`src/rtl/rer_pkg.sv`:
```
// shared constants, command and mode codes, and the clip register struct
// for the rectangle and ellipse rasteriser; no dependencies
`default_nettype none

package rer_pkg;

  localparam int COORD_BITS = 13;
  localparam int SPAN_BITS  = COORD_BITS - 1;
  localparam int PIX_BITS   = COORD_BITS + 1;
  localparam int SQ_BITS    = 2 * SPAN_BITS;
  localparam int PROD_BITS  = 2 * SQ_BITS;
  localparam int COLOR_BITS = 24;

  localparam int APB_DATA_BITS = 32;
  localparam int APB_ADDR_BITS = 3;

  localparam logic [1:0] CMD_RECT    = 2'd0;
  localparam logic [1:0] CMD_ELLIPSE = 2'd1;
  localparam logic [1:0] CMD_NEXT    = 2'd2;

  localparam logic [1:0] MODE_IDLE    = 2'd0;
  localparam logic [1:0] MODE_RECT    = 2'd1;
  localparam logic [1:0] MODE_ELLIPSE = 2'd2;

  localparam logic REG_WIDTH  = 1'b0;
  localparam logic REG_HEIGHT = 1'b1;

  localparam logic [COORD_BITS-1:0] WIDTH_RESET  = COORD_BITS'(640);
  localparam logic [COORD_BITS-1:0] HEIGHT_RESET = COORD_BITS'(480);

  typedef struct packed {
    logic [COORD_BITS-1:0] width;
    logic [COORD_BITS-1:0] height;
  } clip_cfg_t;

endpackage

`default_nettype wire

```
`src/rtl/rer_mul.sv`:
```
// shared square and product unit with a registered result
// depends on rer_pkg
`default_nettype none

module rer_mul (
  input  wire logic                          clk,
  input  wire logic [rer_pkg::SQ_BITS-1:0]   a,
  input  wire logic [rer_pkg::SQ_BITS-1:0]   b,
  output logic      [rer_pkg::PROD_BITS-1:0] p
);

  always_ff @(posedge clk) begin
    p <= {{rer_pkg::SQ_BITS{1'b0}}, a} * {{rer_pkg::SQ_BITS{1'b0}}, b};
  end

endmodule

`default_nettype wire

```
`src/rtl/rer_cfg.sv`:
```
// apb register file holding the clip screen size
// depends on rer_pkg
`default_nettype none

module rer_cfg (
  input  wire logic                              clk,
  input  wire logic                              rst,
  input  wire logic                              psel,
  input  wire logic                              penable,
  input  wire logic                              pwrite,
  input  wire logic [rer_pkg::APB_ADDR_BITS-1:0] paddr,
  input  wire logic [rer_pkg::APB_DATA_BITS-1:0] pwdata,
  output logic      [rer_pkg::APB_DATA_BITS-1:0] prdata,
  output logic                                   pready,
  output rer_pkg::clip_cfg_t                     clip
);

  logic wr_en;
  logic reg_sel;

  assign pready  = 1'b1;
  assign wr_en   = psel && penable && pwrite;
  assign reg_sel = paddr[2];

  always_ff @(posedge clk) begin
    if (rst) begin
      clip.width  <= rer_pkg::WIDTH_RESET;
      clip.height <= rer_pkg::HEIGHT_RESET;
    end else if (wr_en) begin
      unique case (reg_sel)
        rer_pkg::REG_WIDTH:  clip.width  <= pwdata[rer_pkg::COORD_BITS-1:0];
        rer_pkg::REG_HEIGHT: clip.height <= pwdata[rer_pkg::COORD_BITS-1:0];
        default: ;
      endcase
    end
  end

  always_comb begin
    unique case (reg_sel)
      rer_pkg::REG_WIDTH:
        prdata = rer_pkg::APB_DATA_BITS'(clip.width);
      rer_pkg::REG_HEIGHT:
        prdata = rer_pkg::APB_DATA_BITS'(clip.height);
      default:
        prdata = '0;
    endcase
  end

endmodule

`default_nettype wire

```
`src/rtl/rect_ellipse_fill_rasterizer_top.sv`:
```
// top level: command sequencer, scan counters, ellipse test on the shared
// multiplier and output register; depends on rer_pkg, rer_mul, rer_cfg
//
//   channel  | handshake                  | payload
//   input    | in_valid / in_ready        | cmd origin_x origin_y extent_x extent_y color
//   output   | out_valid / out_ready      | pixel_x pixel_y pixel_color draw last
//   config   | psel penable pwrite pready | paddr pwdata prdata
//
// begin rectangle registers the shape and stays idle; begin ellipse runs rx^2, ry^2, rx^2*ry^2 on the multiplier
// next on a rectangle or zero-radius ellipse goes straight to the output state; next on an ellipse
// first makes four passes through the one registered 24x24 multiplier
// in_ready is high only while the sequencer is idle
// a finished position waits in its state until the output register is free
// synchronous reset: idle, no shape, output empty, screen 640 x 480
`default_nettype none

module rect_ellipse_fill_rasterizer_top (
  input  wire logic                                  clk,
  input  wire logic                                  rst,
  input  wire logic                                  in_valid,
  output logic                                       in_ready,
  input  wire logic [1:0]                            cmd,
  input  wire logic signed [rer_pkg::COORD_BITS-1:0] origin_x,
  input  wire logic signed [rer_pkg::COORD_BITS-1:0] origin_y,
  input  wire logic [rer_pkg::SPAN_BITS-1:0]         extent_x,
  input  wire logic [rer_pkg::SPAN_BITS-1:0]         extent_y,
  input  wire logic [rer_pkg::COLOR_BITS-1:0]        color,
  output logic                                       out_valid,
  input  wire logic                                  out_ready,
  output logic signed [rer_pkg::PIX_BITS-1:0]        pixel_x,
  output logic signed [rer_pkg::PIX_BITS-1:0]        pixel_y,
  output logic [rer_pkg::COLOR_BITS-1:0]             pixel_color,
  output logic                                       draw,
  output logic                                       last,
  input  wire logic                                  psel,
  input  wire logic                                  penable,
  input  wire logic                                  pwrite,
  input  wire logic [rer_pkg::APB_ADDR_BITS-1:0]     paddr,
  input  wire logic [rer_pkg::APB_DATA_BITS-1:0]     pwdata,
  output logic [rer_pkg::APB_DATA_BITS-1:0]          prdata,
  output logic                                       pready
);

  localparam logic [3:0] ST_IDLE = 4'd0;
  localparam logic [3:0] ST_BRX  = 4'd1;
  localparam logic [3:0] ST_BRY  = 4'd2;
  localparam logic [3:0] ST_BRP  = 4'd3;
  localparam logic [3:0] ST_BEND = 4'd4;
  localparam logic [3:0] ST_P0   = 4'd5;
  localparam logic [3:0] ST_P1   = 4'd6;
  localparam logic [3:0] ST_P2   = 4'd7;
  localparam logic [3:0] ST_P3   = 4'd8;
  localparam logic [3:0] ST_P4   = 4'd9;
  localparam logic [3:0] ST_OUT  = 4'd10;

  localparam int CB = rer_pkg::COORD_BITS;
  localparam int SB = rer_pkg::SPAN_BITS;
  localparam int PB = rer_pkg::PIX_BITS;
  localparam int QB = rer_pkg::SQ_BITS;
  localparam int RB = rer_pkg::PROD_BITS;

  rer_pkg::clip_cfg_t clip;

  logic [3:0] state;
  logic [3:0] state_next;
  logic [1:0] mode;

  logic signed [CB-1:0] base_x;
  logic signed [CB-1:0] base_y;
  logic [SB-1:0]        span_x;
  logic [SB-1:0]        span_y;
  logic signed [CB-1:0] offset_x;
  logic signed [CB-1:0] offset_y;
  logic [rer_pkg::COLOR_BITS-1:0] pen_color;
  logic [QB-1:0]        rx2;
  logic [QB-1:0]        ry2;
  logic [RB-1:0]        radius_product;
  logic [RB-1:0]        acc;
  logic                 in_shape;

  logic [QB-1:0] mul_a;
  logic [QB-1:0] mul_b;
  logic [RB-1:0] mul_q;

  logic acc_in;
  logic begin_rect;
  logic begin_ell;
  logic next_go;
  logic span_zero;
  logic out_load;

  logic [SB-1:0]        abs_x;
  logic [SB-1:0]        abs_y;
  logic [RB:0]          sum;
  logic signed [PB-1:0] px;
  logic signed [PB-1:0] py;
  logic signed [PB-1:0] off_x_e;
  logic signed [PB-1:0] off_y_e;
  logic signed [PB-1:0] end_x;
  logic signed [PB-1:0] end_y;
  logic signed [CB-1:0] start_x;
  logic                 onscreen;
  logic                 last_c;

  rer_cfg u_cfg (
    .clk     (clk),
    .rst     (rst),
    .psel    (psel),
    .penable (penable),
    .pwrite  (pwrite),
    .paddr   (paddr),
    .pwdata  (pwdata),
    .prdata  (prdata),
    .pready  (pready),
    .clip    (clip)
  );

  rer_mul u_mul (
    .clk (clk),
    .a   (mul_a),
    .b   (mul_b),
    .p   (mul_q)
  );

  assign in_ready   = (state == ST_IDLE);
  assign acc_in     = in_valid && in_ready;
  assign begin_rect = acc_in && (cmd == rer_pkg::CMD_RECT);
  assign begin_ell  = acc_in && (cmd == rer_pkg::CMD_ELLIPSE);
  assign next_go    = acc_in && (cmd == rer_pkg::CMD_NEXT) && (mode != rer_pkg::MODE_IDLE);
  assign span_zero  = (span_x == '0) || (span_y == '0);
  assign out_load   = (state == ST_OUT) && (!out_valid || out_ready);

  assign abs_x = offset_x[CB-1] ? SB'(-offset_x) : SB'(offset_x);
  assign abs_y = offset_y[CB-1] ? SB'(-offset_y) : SB'(offset_y);
  assign sum   = {1'b0, acc} + {1'b0, mul_q};

  assign off_x_e = {offset_x[CB-1], offset_x};
  assign off_y_e = {offset_y[CB-1], offset_y};
  assign px      = {base_x[CB-1], base_x} + off_x_e;
  assign py      = {base_y[CB-1], base_y} + off_y_e;

  always_comb begin
    if (mode == rer_pkg::MODE_ELLIPSE) begin
      end_x   = $signed({2'b00, span_x});
      end_y   = $signed({2'b00, span_y});
      start_x = -$signed({1'b0, span_x});
    end else begin
      end_x   = $signed({2'b00, span_x}) - PB'(1);
      end_y   = $signed({2'b00, span_y}) - PB'(1);
      start_x = '0;
    end
  end

  assign onscreen = !px[PB-1] && !py[PB-1] &&
                    (PB'(px) < {1'b0, clip.width}) && (PB'(py) < {1'b0, clip.height});
  assign last_c   = (off_x_e >= end_x) && (off_y_e >= end_y);

  // operand selection for the shared multiplier
  always_comb begin
    unique case (state)
      ST_BRX: begin
        mul_a = QB'(span_x);
        mul_b = QB'(span_x);
      end
      ST_BRY: begin
        mul_a = QB'(span_y);
        mul_b = QB'(span_y);
      end
      ST_BRP: begin
        mul_a = rx2;
        mul_b = mul_q[QB-1:0];
      end
      ST_P0: begin
        mul_a = QB'(abs_x);
        mul_b = QB'(abs_x);
      end
      ST_P1: begin
        mul_a = mul_q[QB-1:0];
        mul_b = ry2;
      end
      ST_P2: begin
        mul_a = QB'(abs_y);
        mul_b = QB'(abs_y);
      end
      ST_P3: begin
        mul_a = mul_q[QB-1:0];
        mul_b = rx2;
      end
      default: begin
        mul_a = '0;
        mul_b = '0;
      end
    endcase
  end

  always_comb begin
    unique case (state)
      ST_IDLE: begin
        if (begin_ell) begin
          state_next = ST_BRX;
        end else if (next_go) begin
          state_next = (mode == rer_pkg::MODE_ELLIPSE && !span_zero) ? ST_P0 : ST_OUT;
        end else begin
          state_next = ST_IDLE;
        end
      end
      ST_BRX:  state_next = ST_BRY;
      ST_BRY:  state_next = ST_BRP;
      ST_BRP:  state_next = ST_BEND;
      ST_BEND: state_next = ST_IDLE;
      ST_P0:   state_next = ST_P1;
      ST_P1:   state_next = ST_P2;
      ST_P2:   state_next = ST_P3;
      ST_P3:   state_next = ST_P4;
      ST_P4:   state_next = ST_OUT;
      ST_OUT:  state_next = out_load ? ST_IDLE : ST_OUT;
      default: state_next = ST_IDLE;
    endcase
  end

  always_ff @(posedge clk) begin
    if (rst) begin
      state     <= ST_IDLE;
      mode      <= rer_pkg::MODE_IDLE;
      out_valid <= 1'b0;
    end else begin
      state <= state_next;
      if (begin_rect) begin
        mode <= (extent_x == '0 || extent_y == '0) ? rer_pkg::MODE_IDLE : rer_pkg::MODE_RECT;
      end else if (begin_ell) begin
        mode <= rer_pkg::MODE_ELLIPSE;
      end else if (out_load && last_c) begin
        mode <= rer_pkg::MODE_IDLE;
      end
      if (out_load) begin
        out_valid <= 1'b1;
      end else if (out_ready) begin
        out_valid <= 1'b0;
      end
    end
  end

  always_ff @(posedge clk) begin
    if (begin_rect || begin_ell) begin
      base_x    <= origin_x;
      base_y    <= origin_y;
      span_x    <= extent_x;
      span_y    <= extent_y;
      pen_color <= color;
    end
    if (begin_rect) begin
      offset_x <= '0;
      offset_y <= '0;
    end else if (begin_ell) begin
      offset_x <= -$signed({1'b0, extent_x});
      offset_y <= -$signed({1'b0, extent_y});
    end else if (out_load && !last_c) begin
      if (off_x_e < end_x) begin
        offset_x <= offset_x + CB'(1);
      end else begin
        offset_x <= start_x;
        offset_y <= offset_y + CB'(1);
      end
    end
    if (state == ST_BRY) begin
      rx2 <= mul_q[QB-1:0];
    end
    if (state == ST_BRP) begin
      ry2 <= mul_q[QB-1:0];
    end
    if (state == ST_BEND) begin
      radius_product <= mul_q;
    end
    if (state == ST_P2) begin
      acc <= mul_q;
    end
    if (next_go) begin
      in_shape <= (mode == rer_pkg::MODE_RECT);
    end else if (state == ST_P4) begin
      in_shape <= (sum <= {1'b0, radius_product});
    end
    if (out_load) begin
      pixel_x     <= px;
      pixel_y     <= py;
      pixel_color <= pen_color;
      draw        <= in_shape && onscreen;
      last        <= last_c;
    end
  end

`ifndef SYNTHESIS
  a_ellipse_path_needs_ellipse: assert property (@(posedge clk) disable iff (rst)
    (state == ST_P0) |-> (mode == rer_pkg::MODE_ELLIPSE && !span_zero))
    else $error("ellipse test started without an ellipse");

  a_last_ends_shape: assert property (@(posedge clk) disable iff (rst)
    (out_load && last_c) |=> (mode == rer_pkg::MODE_IDLE))
    else $error("shape still active after its last transfer");

  a_radius_product: assert property (@(posedge clk) disable iff (rst)
    (state == ST_IDLE && mode == rer_pkg::MODE_ELLIPSE) |->
    (radius_product == {{QB{1'b0}}, rx2} * {{QB{1'b0}}, ry2}))
    else $error("radius product out of step with radii");

  a_row_in_range: assert property (@(posedge clk) disable iff (rst)
    (mode == rer_pkg::MODE_ELLIPSE && state == ST_IDLE) |->
    ((off_y_e <= $signed({2'b00, span_y})) && (off_y_e >= -$signed({2'b00, span_y}))))
    else $error("ellipse row offset outside radius");
`endif

endmodule

`default_nettype wire

```
`config.mk`:
```
export PLATFORM = sky130hd
export DESIGN_NAME = rect_ellipse_fill_rasterizer_top
export DESIGN_NICKNAME = d
export VERILOG_FILES = /design/src/rtl/rer_pkg.sv /design/src/rtl/rer_mul.sv /design/src/rtl/rer_cfg.sv /design/src/rtl/rect_ellipse_fill_rasterizer_top.sv
export SDC_FILE = /design/constraint.sdc
export NUM_CORES = 2
export LEC_CHECK = 0
export BUFFER_PORTS_ARGS = -buffer_cell sky130_fd_sc_hd__buf_2
export CAP_MARGIN = 30
export CORE_MARGIN = 8
export CORE_UTILIZATION = 35
export CTS_CLUSTER_SIZE = 12
export DETAILED_ROUTE_END_ITERATION = 8
export PLACE_DENSITY = 0.59
export SYNTH_ARGS = -nofsm -noshare
export SYNTH_HDL_FRONTEND = slang
export SYNTH_SLANG_ARGS = --single-unit
export TNS_END_PERCENT = 30
```
`constraint.sdc`:
```
create_clock -name clk -period 24.3 [get_ports clk]
set_input_delay 2.43 -clock clk [delete_from_list [all_inputs] [get_ports clk]]
set_output_delay 2.43 -clock clk [all_outputs]
set_load 0.02 [all_outputs]
```
# Yosys cells after proc, flatten, opt, wreduce, memory -nomap -nowiden
# Index checks and enable logic that the tools add are counted.
# totals
register_bits	380
in_bits	118
word_cells	125
# classes
add_sub_neg	12
n_mul	1
magnitude_cmp	6
n_eq_ne	15
n_mux	27
bitwise_logic	1
n_reduce_logical	40
# op_table
op	count
case mux 24 bit (7 select lines)	1
case mux 24 bit (6 select lines)	1
2-to-1 mux 13 bit	7
case mux 32 bit (2 select lines)	1
adder 48 x 48 -> 49 bit	1
less-or-equal comparator 49 x 48 -> 1 bit	1
logical NOT 12 bit	4
multiplier 24 x 24 -> 48 bit	1
case mux 4 bit (10 select lines)	1
negator 12 -> 13 bit	3
adder 13 x 13 -> 14 bit	2
greater-or-equal comparator 13 x 14 -> 1 bit	2
< comparator 14 x 13 -> 1 bit	2
2-to-1 mux 14 bit	2
adder 13 x 2 -> 13 bit, second input constant	2
subtractor 12 x 1 -> 13 bit, second input constant	2
2-to-1 mux 12 bit	2
negator 12 bit	2
== test 4 x 3 -> 1 bit, second input constant	4
logical AND 1 bit	16
2-to-1 mux 4 bit	4
< comparator 13 x 14 -> 1 bit	1
== test 4 bit, second input constant	3
== test 4 x 2 -> 1 bit, second input constant	2
other kinds (15)	35

# Depth between registers and ports, before layout
# logic_depth
word_depth	8
depth_mapped	34
mapped_depth_nobuf	33

# Hierarchy
# From an unflattened synthesis, not the netlist that was laid out.
# hier_totals
hier_cells	4114
area_unflattened_um2	40228.6
# modules_own_cells
mod	instances	cells_per_inst	area_per_inst_um2	seq_area_each_um2
rer_mul	1	2249	20164.3	960.9
rect_ellipse_fill_rasterizer_top	1	1723	18645.4	8858.5
rer_cfg	1	142	1418.9	520.5

# Worst setup path after synthesis
# No wires, ideal clock.
# synth_path
path_type	reg-to-reg
startpoint	register state[0]
endpoint	register u_mul.p[42] in the netlist's numbering
setup_time_ns	0.120
t_arrival_ns	8.777
setup_slack_ns	15.403
path_stages_with_launch	33
path_buffers	3
path_cell_list	dfxtp_1 buf_2 nand2_1 or2_2 clkbuf_1 inv_1 a222oi_1 o21ai_0 nand2b_1 clkbuf_1 nand2_1 fa_1 inv_1 fa_1 inv_1 fa_1 fa_1 inv_1 fa_1 fa_1 inv_1 fa_1 inv_1 ha_1 a211oi_1 o211ai_1 a221oi_1 a31oi_1 a21oi_1 o21ai_2 a211oi_1 o21ai_0 xnor2_1
# synth_between
elab_chain_len	4
elab_cells_between_ends	11
classes_between	mul (1); eq/ne (7); mux (2); reduce/logical (1)
# synth_rtl
element	line	source
start: declaration	rect_ellipse_fill_rasterizer_top.sv:64	logic [3:0] state;
start signal: assignment	rect_ellipse_fill_rasterizer_top.sv:227	state <= state_next;
== test 4 bit / == test 4 x 3 -> 1 bit (equally long branches)	rect_ellipse_fill_rasterizer_top.sv:160	unique case (state)
OR reduction 2 bit (no source line)	--	
case mux 24 bit (6 select lines)	rect_ellipse_fill_rasterizer_top.sv:160	
multiplier 24 x 24 -> 48 bit *	rer_mul.sv:13	p <= {{rer_pkg::SQ_BITS{1'b0}}, a} * {{rer_pkg::SQ_BITS{1'b0}}, b};
end signal: assignment	rer_mul.sv:13	
end: declaration	rer_mul.sv:9	output logic [rer_pkg::PROD_BITS-1:0] p
# Mark *: on every way between the ends. The rest lies on a longest branch, timed or not.
# A chain may end at the register's enable or synchronous reset.

# Final worst setup path
# layout_path
startpoint	register offset_y[2]
endpoint	register u_mul.p[46] in the netlist's numbering
# layout_between
elab_chain_len	4
elab_cells_between_ends	5
classes_between	add/sub (1); mul (1); mux (3)
# layout_rtl
element	line	source
start: declaration	rect_ellipse_fill_rasterizer_top.sv:73	logic signed [CB-1:0] offset_y;
start signal: assignment	rect_ellipse_fill_rasterizer_top.sv:256	offset_y <= -$signed({1'b0, extent_y});
start signal: assignment	rect_ellipse_fill_rasterizer_top.sv:262	offset_y <= offset_y + CB'(1);
negator 12 bit	rect_ellipse_fill_rasterizer_top.sv:134	assign abs_y = offset_y[CB-1] ? SB'(-offset_y) : SB'(offset_y);
2-to-1 mux 12 bit *	rect_ellipse_fill_rasterizer_top.sv:134	
case mux 24 bit (7 select lines) / case mux 24 bit (6 select lines) (equally long branches)	rect_ellipse_fill_rasterizer_top.sv:160	
multiplier 24 x 24 -> 48 bit *	rer_mul.sv:13	
# Marks and branches as above.

==> flow_summary.json <==
{
  "rows": 123,
  "timing.hold.ws_ns": 0.415,
  "synthAdderAreaFrac_pct": 35.8,
  "synth_top_family_by_area": "adder cells",
  "post-route-util_pct": 38.6,
  "cp_max_fo": 10,
  "holdBufCountCts": 0,
  "combPwrFrac_pct": 26.8,
  "core_mm2": 0.112,
  "switching_share_pct": 33.8,
  "seqPwrFrac_pct": 41.2,
  "synth_xor_xnor_area_share_pct": 4.08,
  "drive_above_1_share_pct": 7.98,
  "mostFrequentLayoutCells": "inv_1, nand2_1, fa_1",
  "fillerInstances": 11276,
  "min_period_ns": 10.43,
  "rsz0062_at_grt": "no",
  "drc_errors": 0,
  "start_util_pct": 35.2,
  "synthDistinctLibCells": 96,
  "die_w_um": 352,
  "ir_drop_mv": 0.0440,
  "cp.required_ns": 24.77,
  "grt_pass1_vias": 30506,
  "cts_resized": 0,
  "cts_setup_buffers": 0,
  "finalHoldViolations": 0,
  "worstHoldStart": "pen_color[22]",
  "path_class": "register to register",
  "cp_common_cell": "fa_1",
  "htreeDepth": 2,
  "nets": 5259,
  "finalMaxSlewViolations": 0,
  "p_clk_share_pct": 32.0,
  "overflow": 0,
  "critPathMaxStageDelay_ns": 0.95,
  "routedWlPerCell_um": 19.8,
  "ys_ff_latch": 380,
  "gp_congestion": 0.908,
  "run_status": "finished clean",
  "drtAntennaViolNets": 0,
  "clk_path_buf_depth": 3,
  "io_pins": 207,
  "switchingPower_uw": 660,
  "yosys.area_share.simple_pct": 13.0,
  "internal-power_uw": 1290,
  "cts-root-buf": "clkbuf_16",
  "crit_arrival_ns": 10.89,
  "synth_area_leaders": "fa_1, edfxtp_1, ha_1",
  "final_common_cell": "inv_1",
  "cts_tree": "yes",
  "slew_headroom_pct": 23.1,
  "yosysSeqAreaShare_pct": 26.1,
  "r2r_cells": 29,
  "setup_tns_ns": 0,
  "grt_max_degree": 62,
  "vias_per_cell": 5.12,
  "port_buffers": 165,
  "antenna_found_initial": 7,
  "drv_cap": 0,
  "setup_viol": 0,
  "reg2reg_to": "u_mul.p[46]",
  "cp-end-kind": "register",
  "multi_input_area_mm2": 0.0256,
  "cts_sinks": 380,
  "track_usage_pct": 18.2,
  "synth_edf_count": 273,
  "fmaxAchievable_ghz": 0.0959,
  "area_growth_pct": 9.76,
  "yosysTopAreaCell": "fa_1",
  "min_path_cells": 0,
  "crit-reg2reg-launch": "offset_y[2]",
  "die_y_um": 352,
  "hold_end": "pixel_color[22]",
  "grt_pass1_wl_mm": 180,
  "fin_crit_sh_pct": 42.9,
  "synthArstFlopShare_pct": 0,
  "tightest_slew_ns": 1.15,
  "synth_compound_area_share_pct": 11.6,
  "start_kind": "register",
  "first_iter_violations": 2389,
  "path_clk_slew_ns": 0.06,
  "numCtsBuffers": 43,
  "yosysWarningCount": 0,
  "place_inst": 5755,
  "die_area_mm2": 0.124,
  "clock_skew_ns": 0.0317,
  "synth.area.mux_share_pct": 0.108,
  "finalPower_uw": 1950,
  "worst-r2r-setup-slack_ns": 13.87,
  "seq_area_mm2": 0.0103,
  "hpwl_mm": 90.2,
  "insertion_delay_ns": 0.58,
  "netlist_instances": 4199,
  "drt_wl_total_mm": 116,
  "synth_top_area_share_pct": 24.6,
  "netlist_area_mm2": 0.0395,
  "dr.pass1.iters": 6,
  "hp-class": "register to register",
  "critPathSlowestCell": "a221oi_1",
  "synthFlopType": "edfxtp_1",
  "syn_area_per_cell_um2": 9.42,
  "powerDensity_mw_per_mm2": 45.0,
  "fin_cells": 5842,
  "leakage_uw": 0.0198,
  "vias": 29926
}
==> worst max-delay path by stage <==
stage           startpoint     endpoint  slack (ns)  cells past startpoint
6_report       offset_y[2]  u_mul.p[46]       13.87                     29
5_1_grt        offset_y[2]  u_mul.p[46]       13.44                     29
4_1_cts        offset_y[2]  u_mul.p[46]       13.86                     29
3_5_place_dp   offset_y[2]  u_mul.p[46]       13.92                     29
3_3_place_gp   offset_y[2]  u_mul.p[47]       13.85                     31
2_1_floorplan     state[0]  u_mul.p[42]       15.40                     32
==> power groups by stage <==
stage          registers [µW]  logic [µW]  clock network (µW)
2_1_floorplan             778         381                   0
3_3_place_gp              816         505                   0
3_5_place_dp              817         517                   0
4_1_cts                   804         521                 640
5_1_grt                   809         582                 663
6_report                  804         524                 625
==> cell type report <==
class | count | area share, %
diodes | 6 | 0.0346
well taps | 1500 | 4.32
clock inverters | 13 | 0.202
inverters | 753 | 6.51
flip-flops and latches | 380 | 23.8
multi-input cells | 2894 | 59.1
repair buffers | 229 | 3.15
clock buffers | 67 | 2.90
==> Yosys cell counts, drive strengths merged, types with 6 or more instances <==
master,instances
o211ai,14
a31oi,21
a221o,12
nand2b,29
a211o,11
o21bai,23
a21oi,196
inv,752
nor2,317
o221ai,7
a21o,94
nor3,40
or2,16
a222oi,10
o41ai,6
nand2,572
xor2,61
dfxtp,107
a221oi,13
clkbuf,123
a22o,12
a211oi,22
or4,6
o22ai,6
nor2b,19
nand4,31
o31ai,7
nor4,21
nand3,52
o21a,20
a22oi,37
ha,355
and3,18
buf,67
o32ai,10
a311oi,6
xnor2,123
and4,9
fa,485
and2,31
o21ai,104
nor3b,8
edfxtp,273
==> registers in the layout (all words and copies together), names as in the netlist, 4 cells and up <==
register        flops
state               4
pixel_color        24
span_x             12
u_cfg.clip         26
base_x             13
acc                48
base_y             13
pixel_y            14
u_mul.p            48
radius_product     48
offset_x           13
span_y             12
ry2                24
pen_color          24
pixel_x            14
rx2                24
offset_y           13
==> metal layers <==
| metal | up-vias | wire [µm] | share of wire (%) | GRT usage [%] |
|---|---|---|---|---|
| met5 | - | 0 | 0 | 0 |
| met4 | 0 | 3940 | 3.4 | 5.84 |
| met3 | 166 | 8430 | 7.3 | 2.49 |
| met2 | 1026 | 53100 | 46 | 29.5 |
| met1 | 14861 | 50500 | 44 | 25.2 |
| li1 | 13873 | - | - | - |
==> worst max-delay path: cells and delay by family (launching register included) <==
family          cells  cell delay [ns]
buf+inv             5             0.59
fa+ha+maj           8             3.67
flops               1             0.46
xor+xnor            2             0.41
simple gates        5             1.07
compound gates      9             4.10
==> through the flow <==
step                      cell area, µm²  setup WS, ns
after floorplan                    39600         15.40
after global placement             41900         13.85
after detailed placement           42000         13.92
after CTS                          43400         13.86
after global routing               43400         13.44
final                              43400         13.87
==> cell families after synthesis <==
kind of cell	after synthesis
simple gates	1177
flops	380
fa+ha+maj	840
buf+inv	943
other cells	2
mux	4
xor+xnor	184
compound gates	669
No activity file was read; power rests on OpenSTA's default activity.
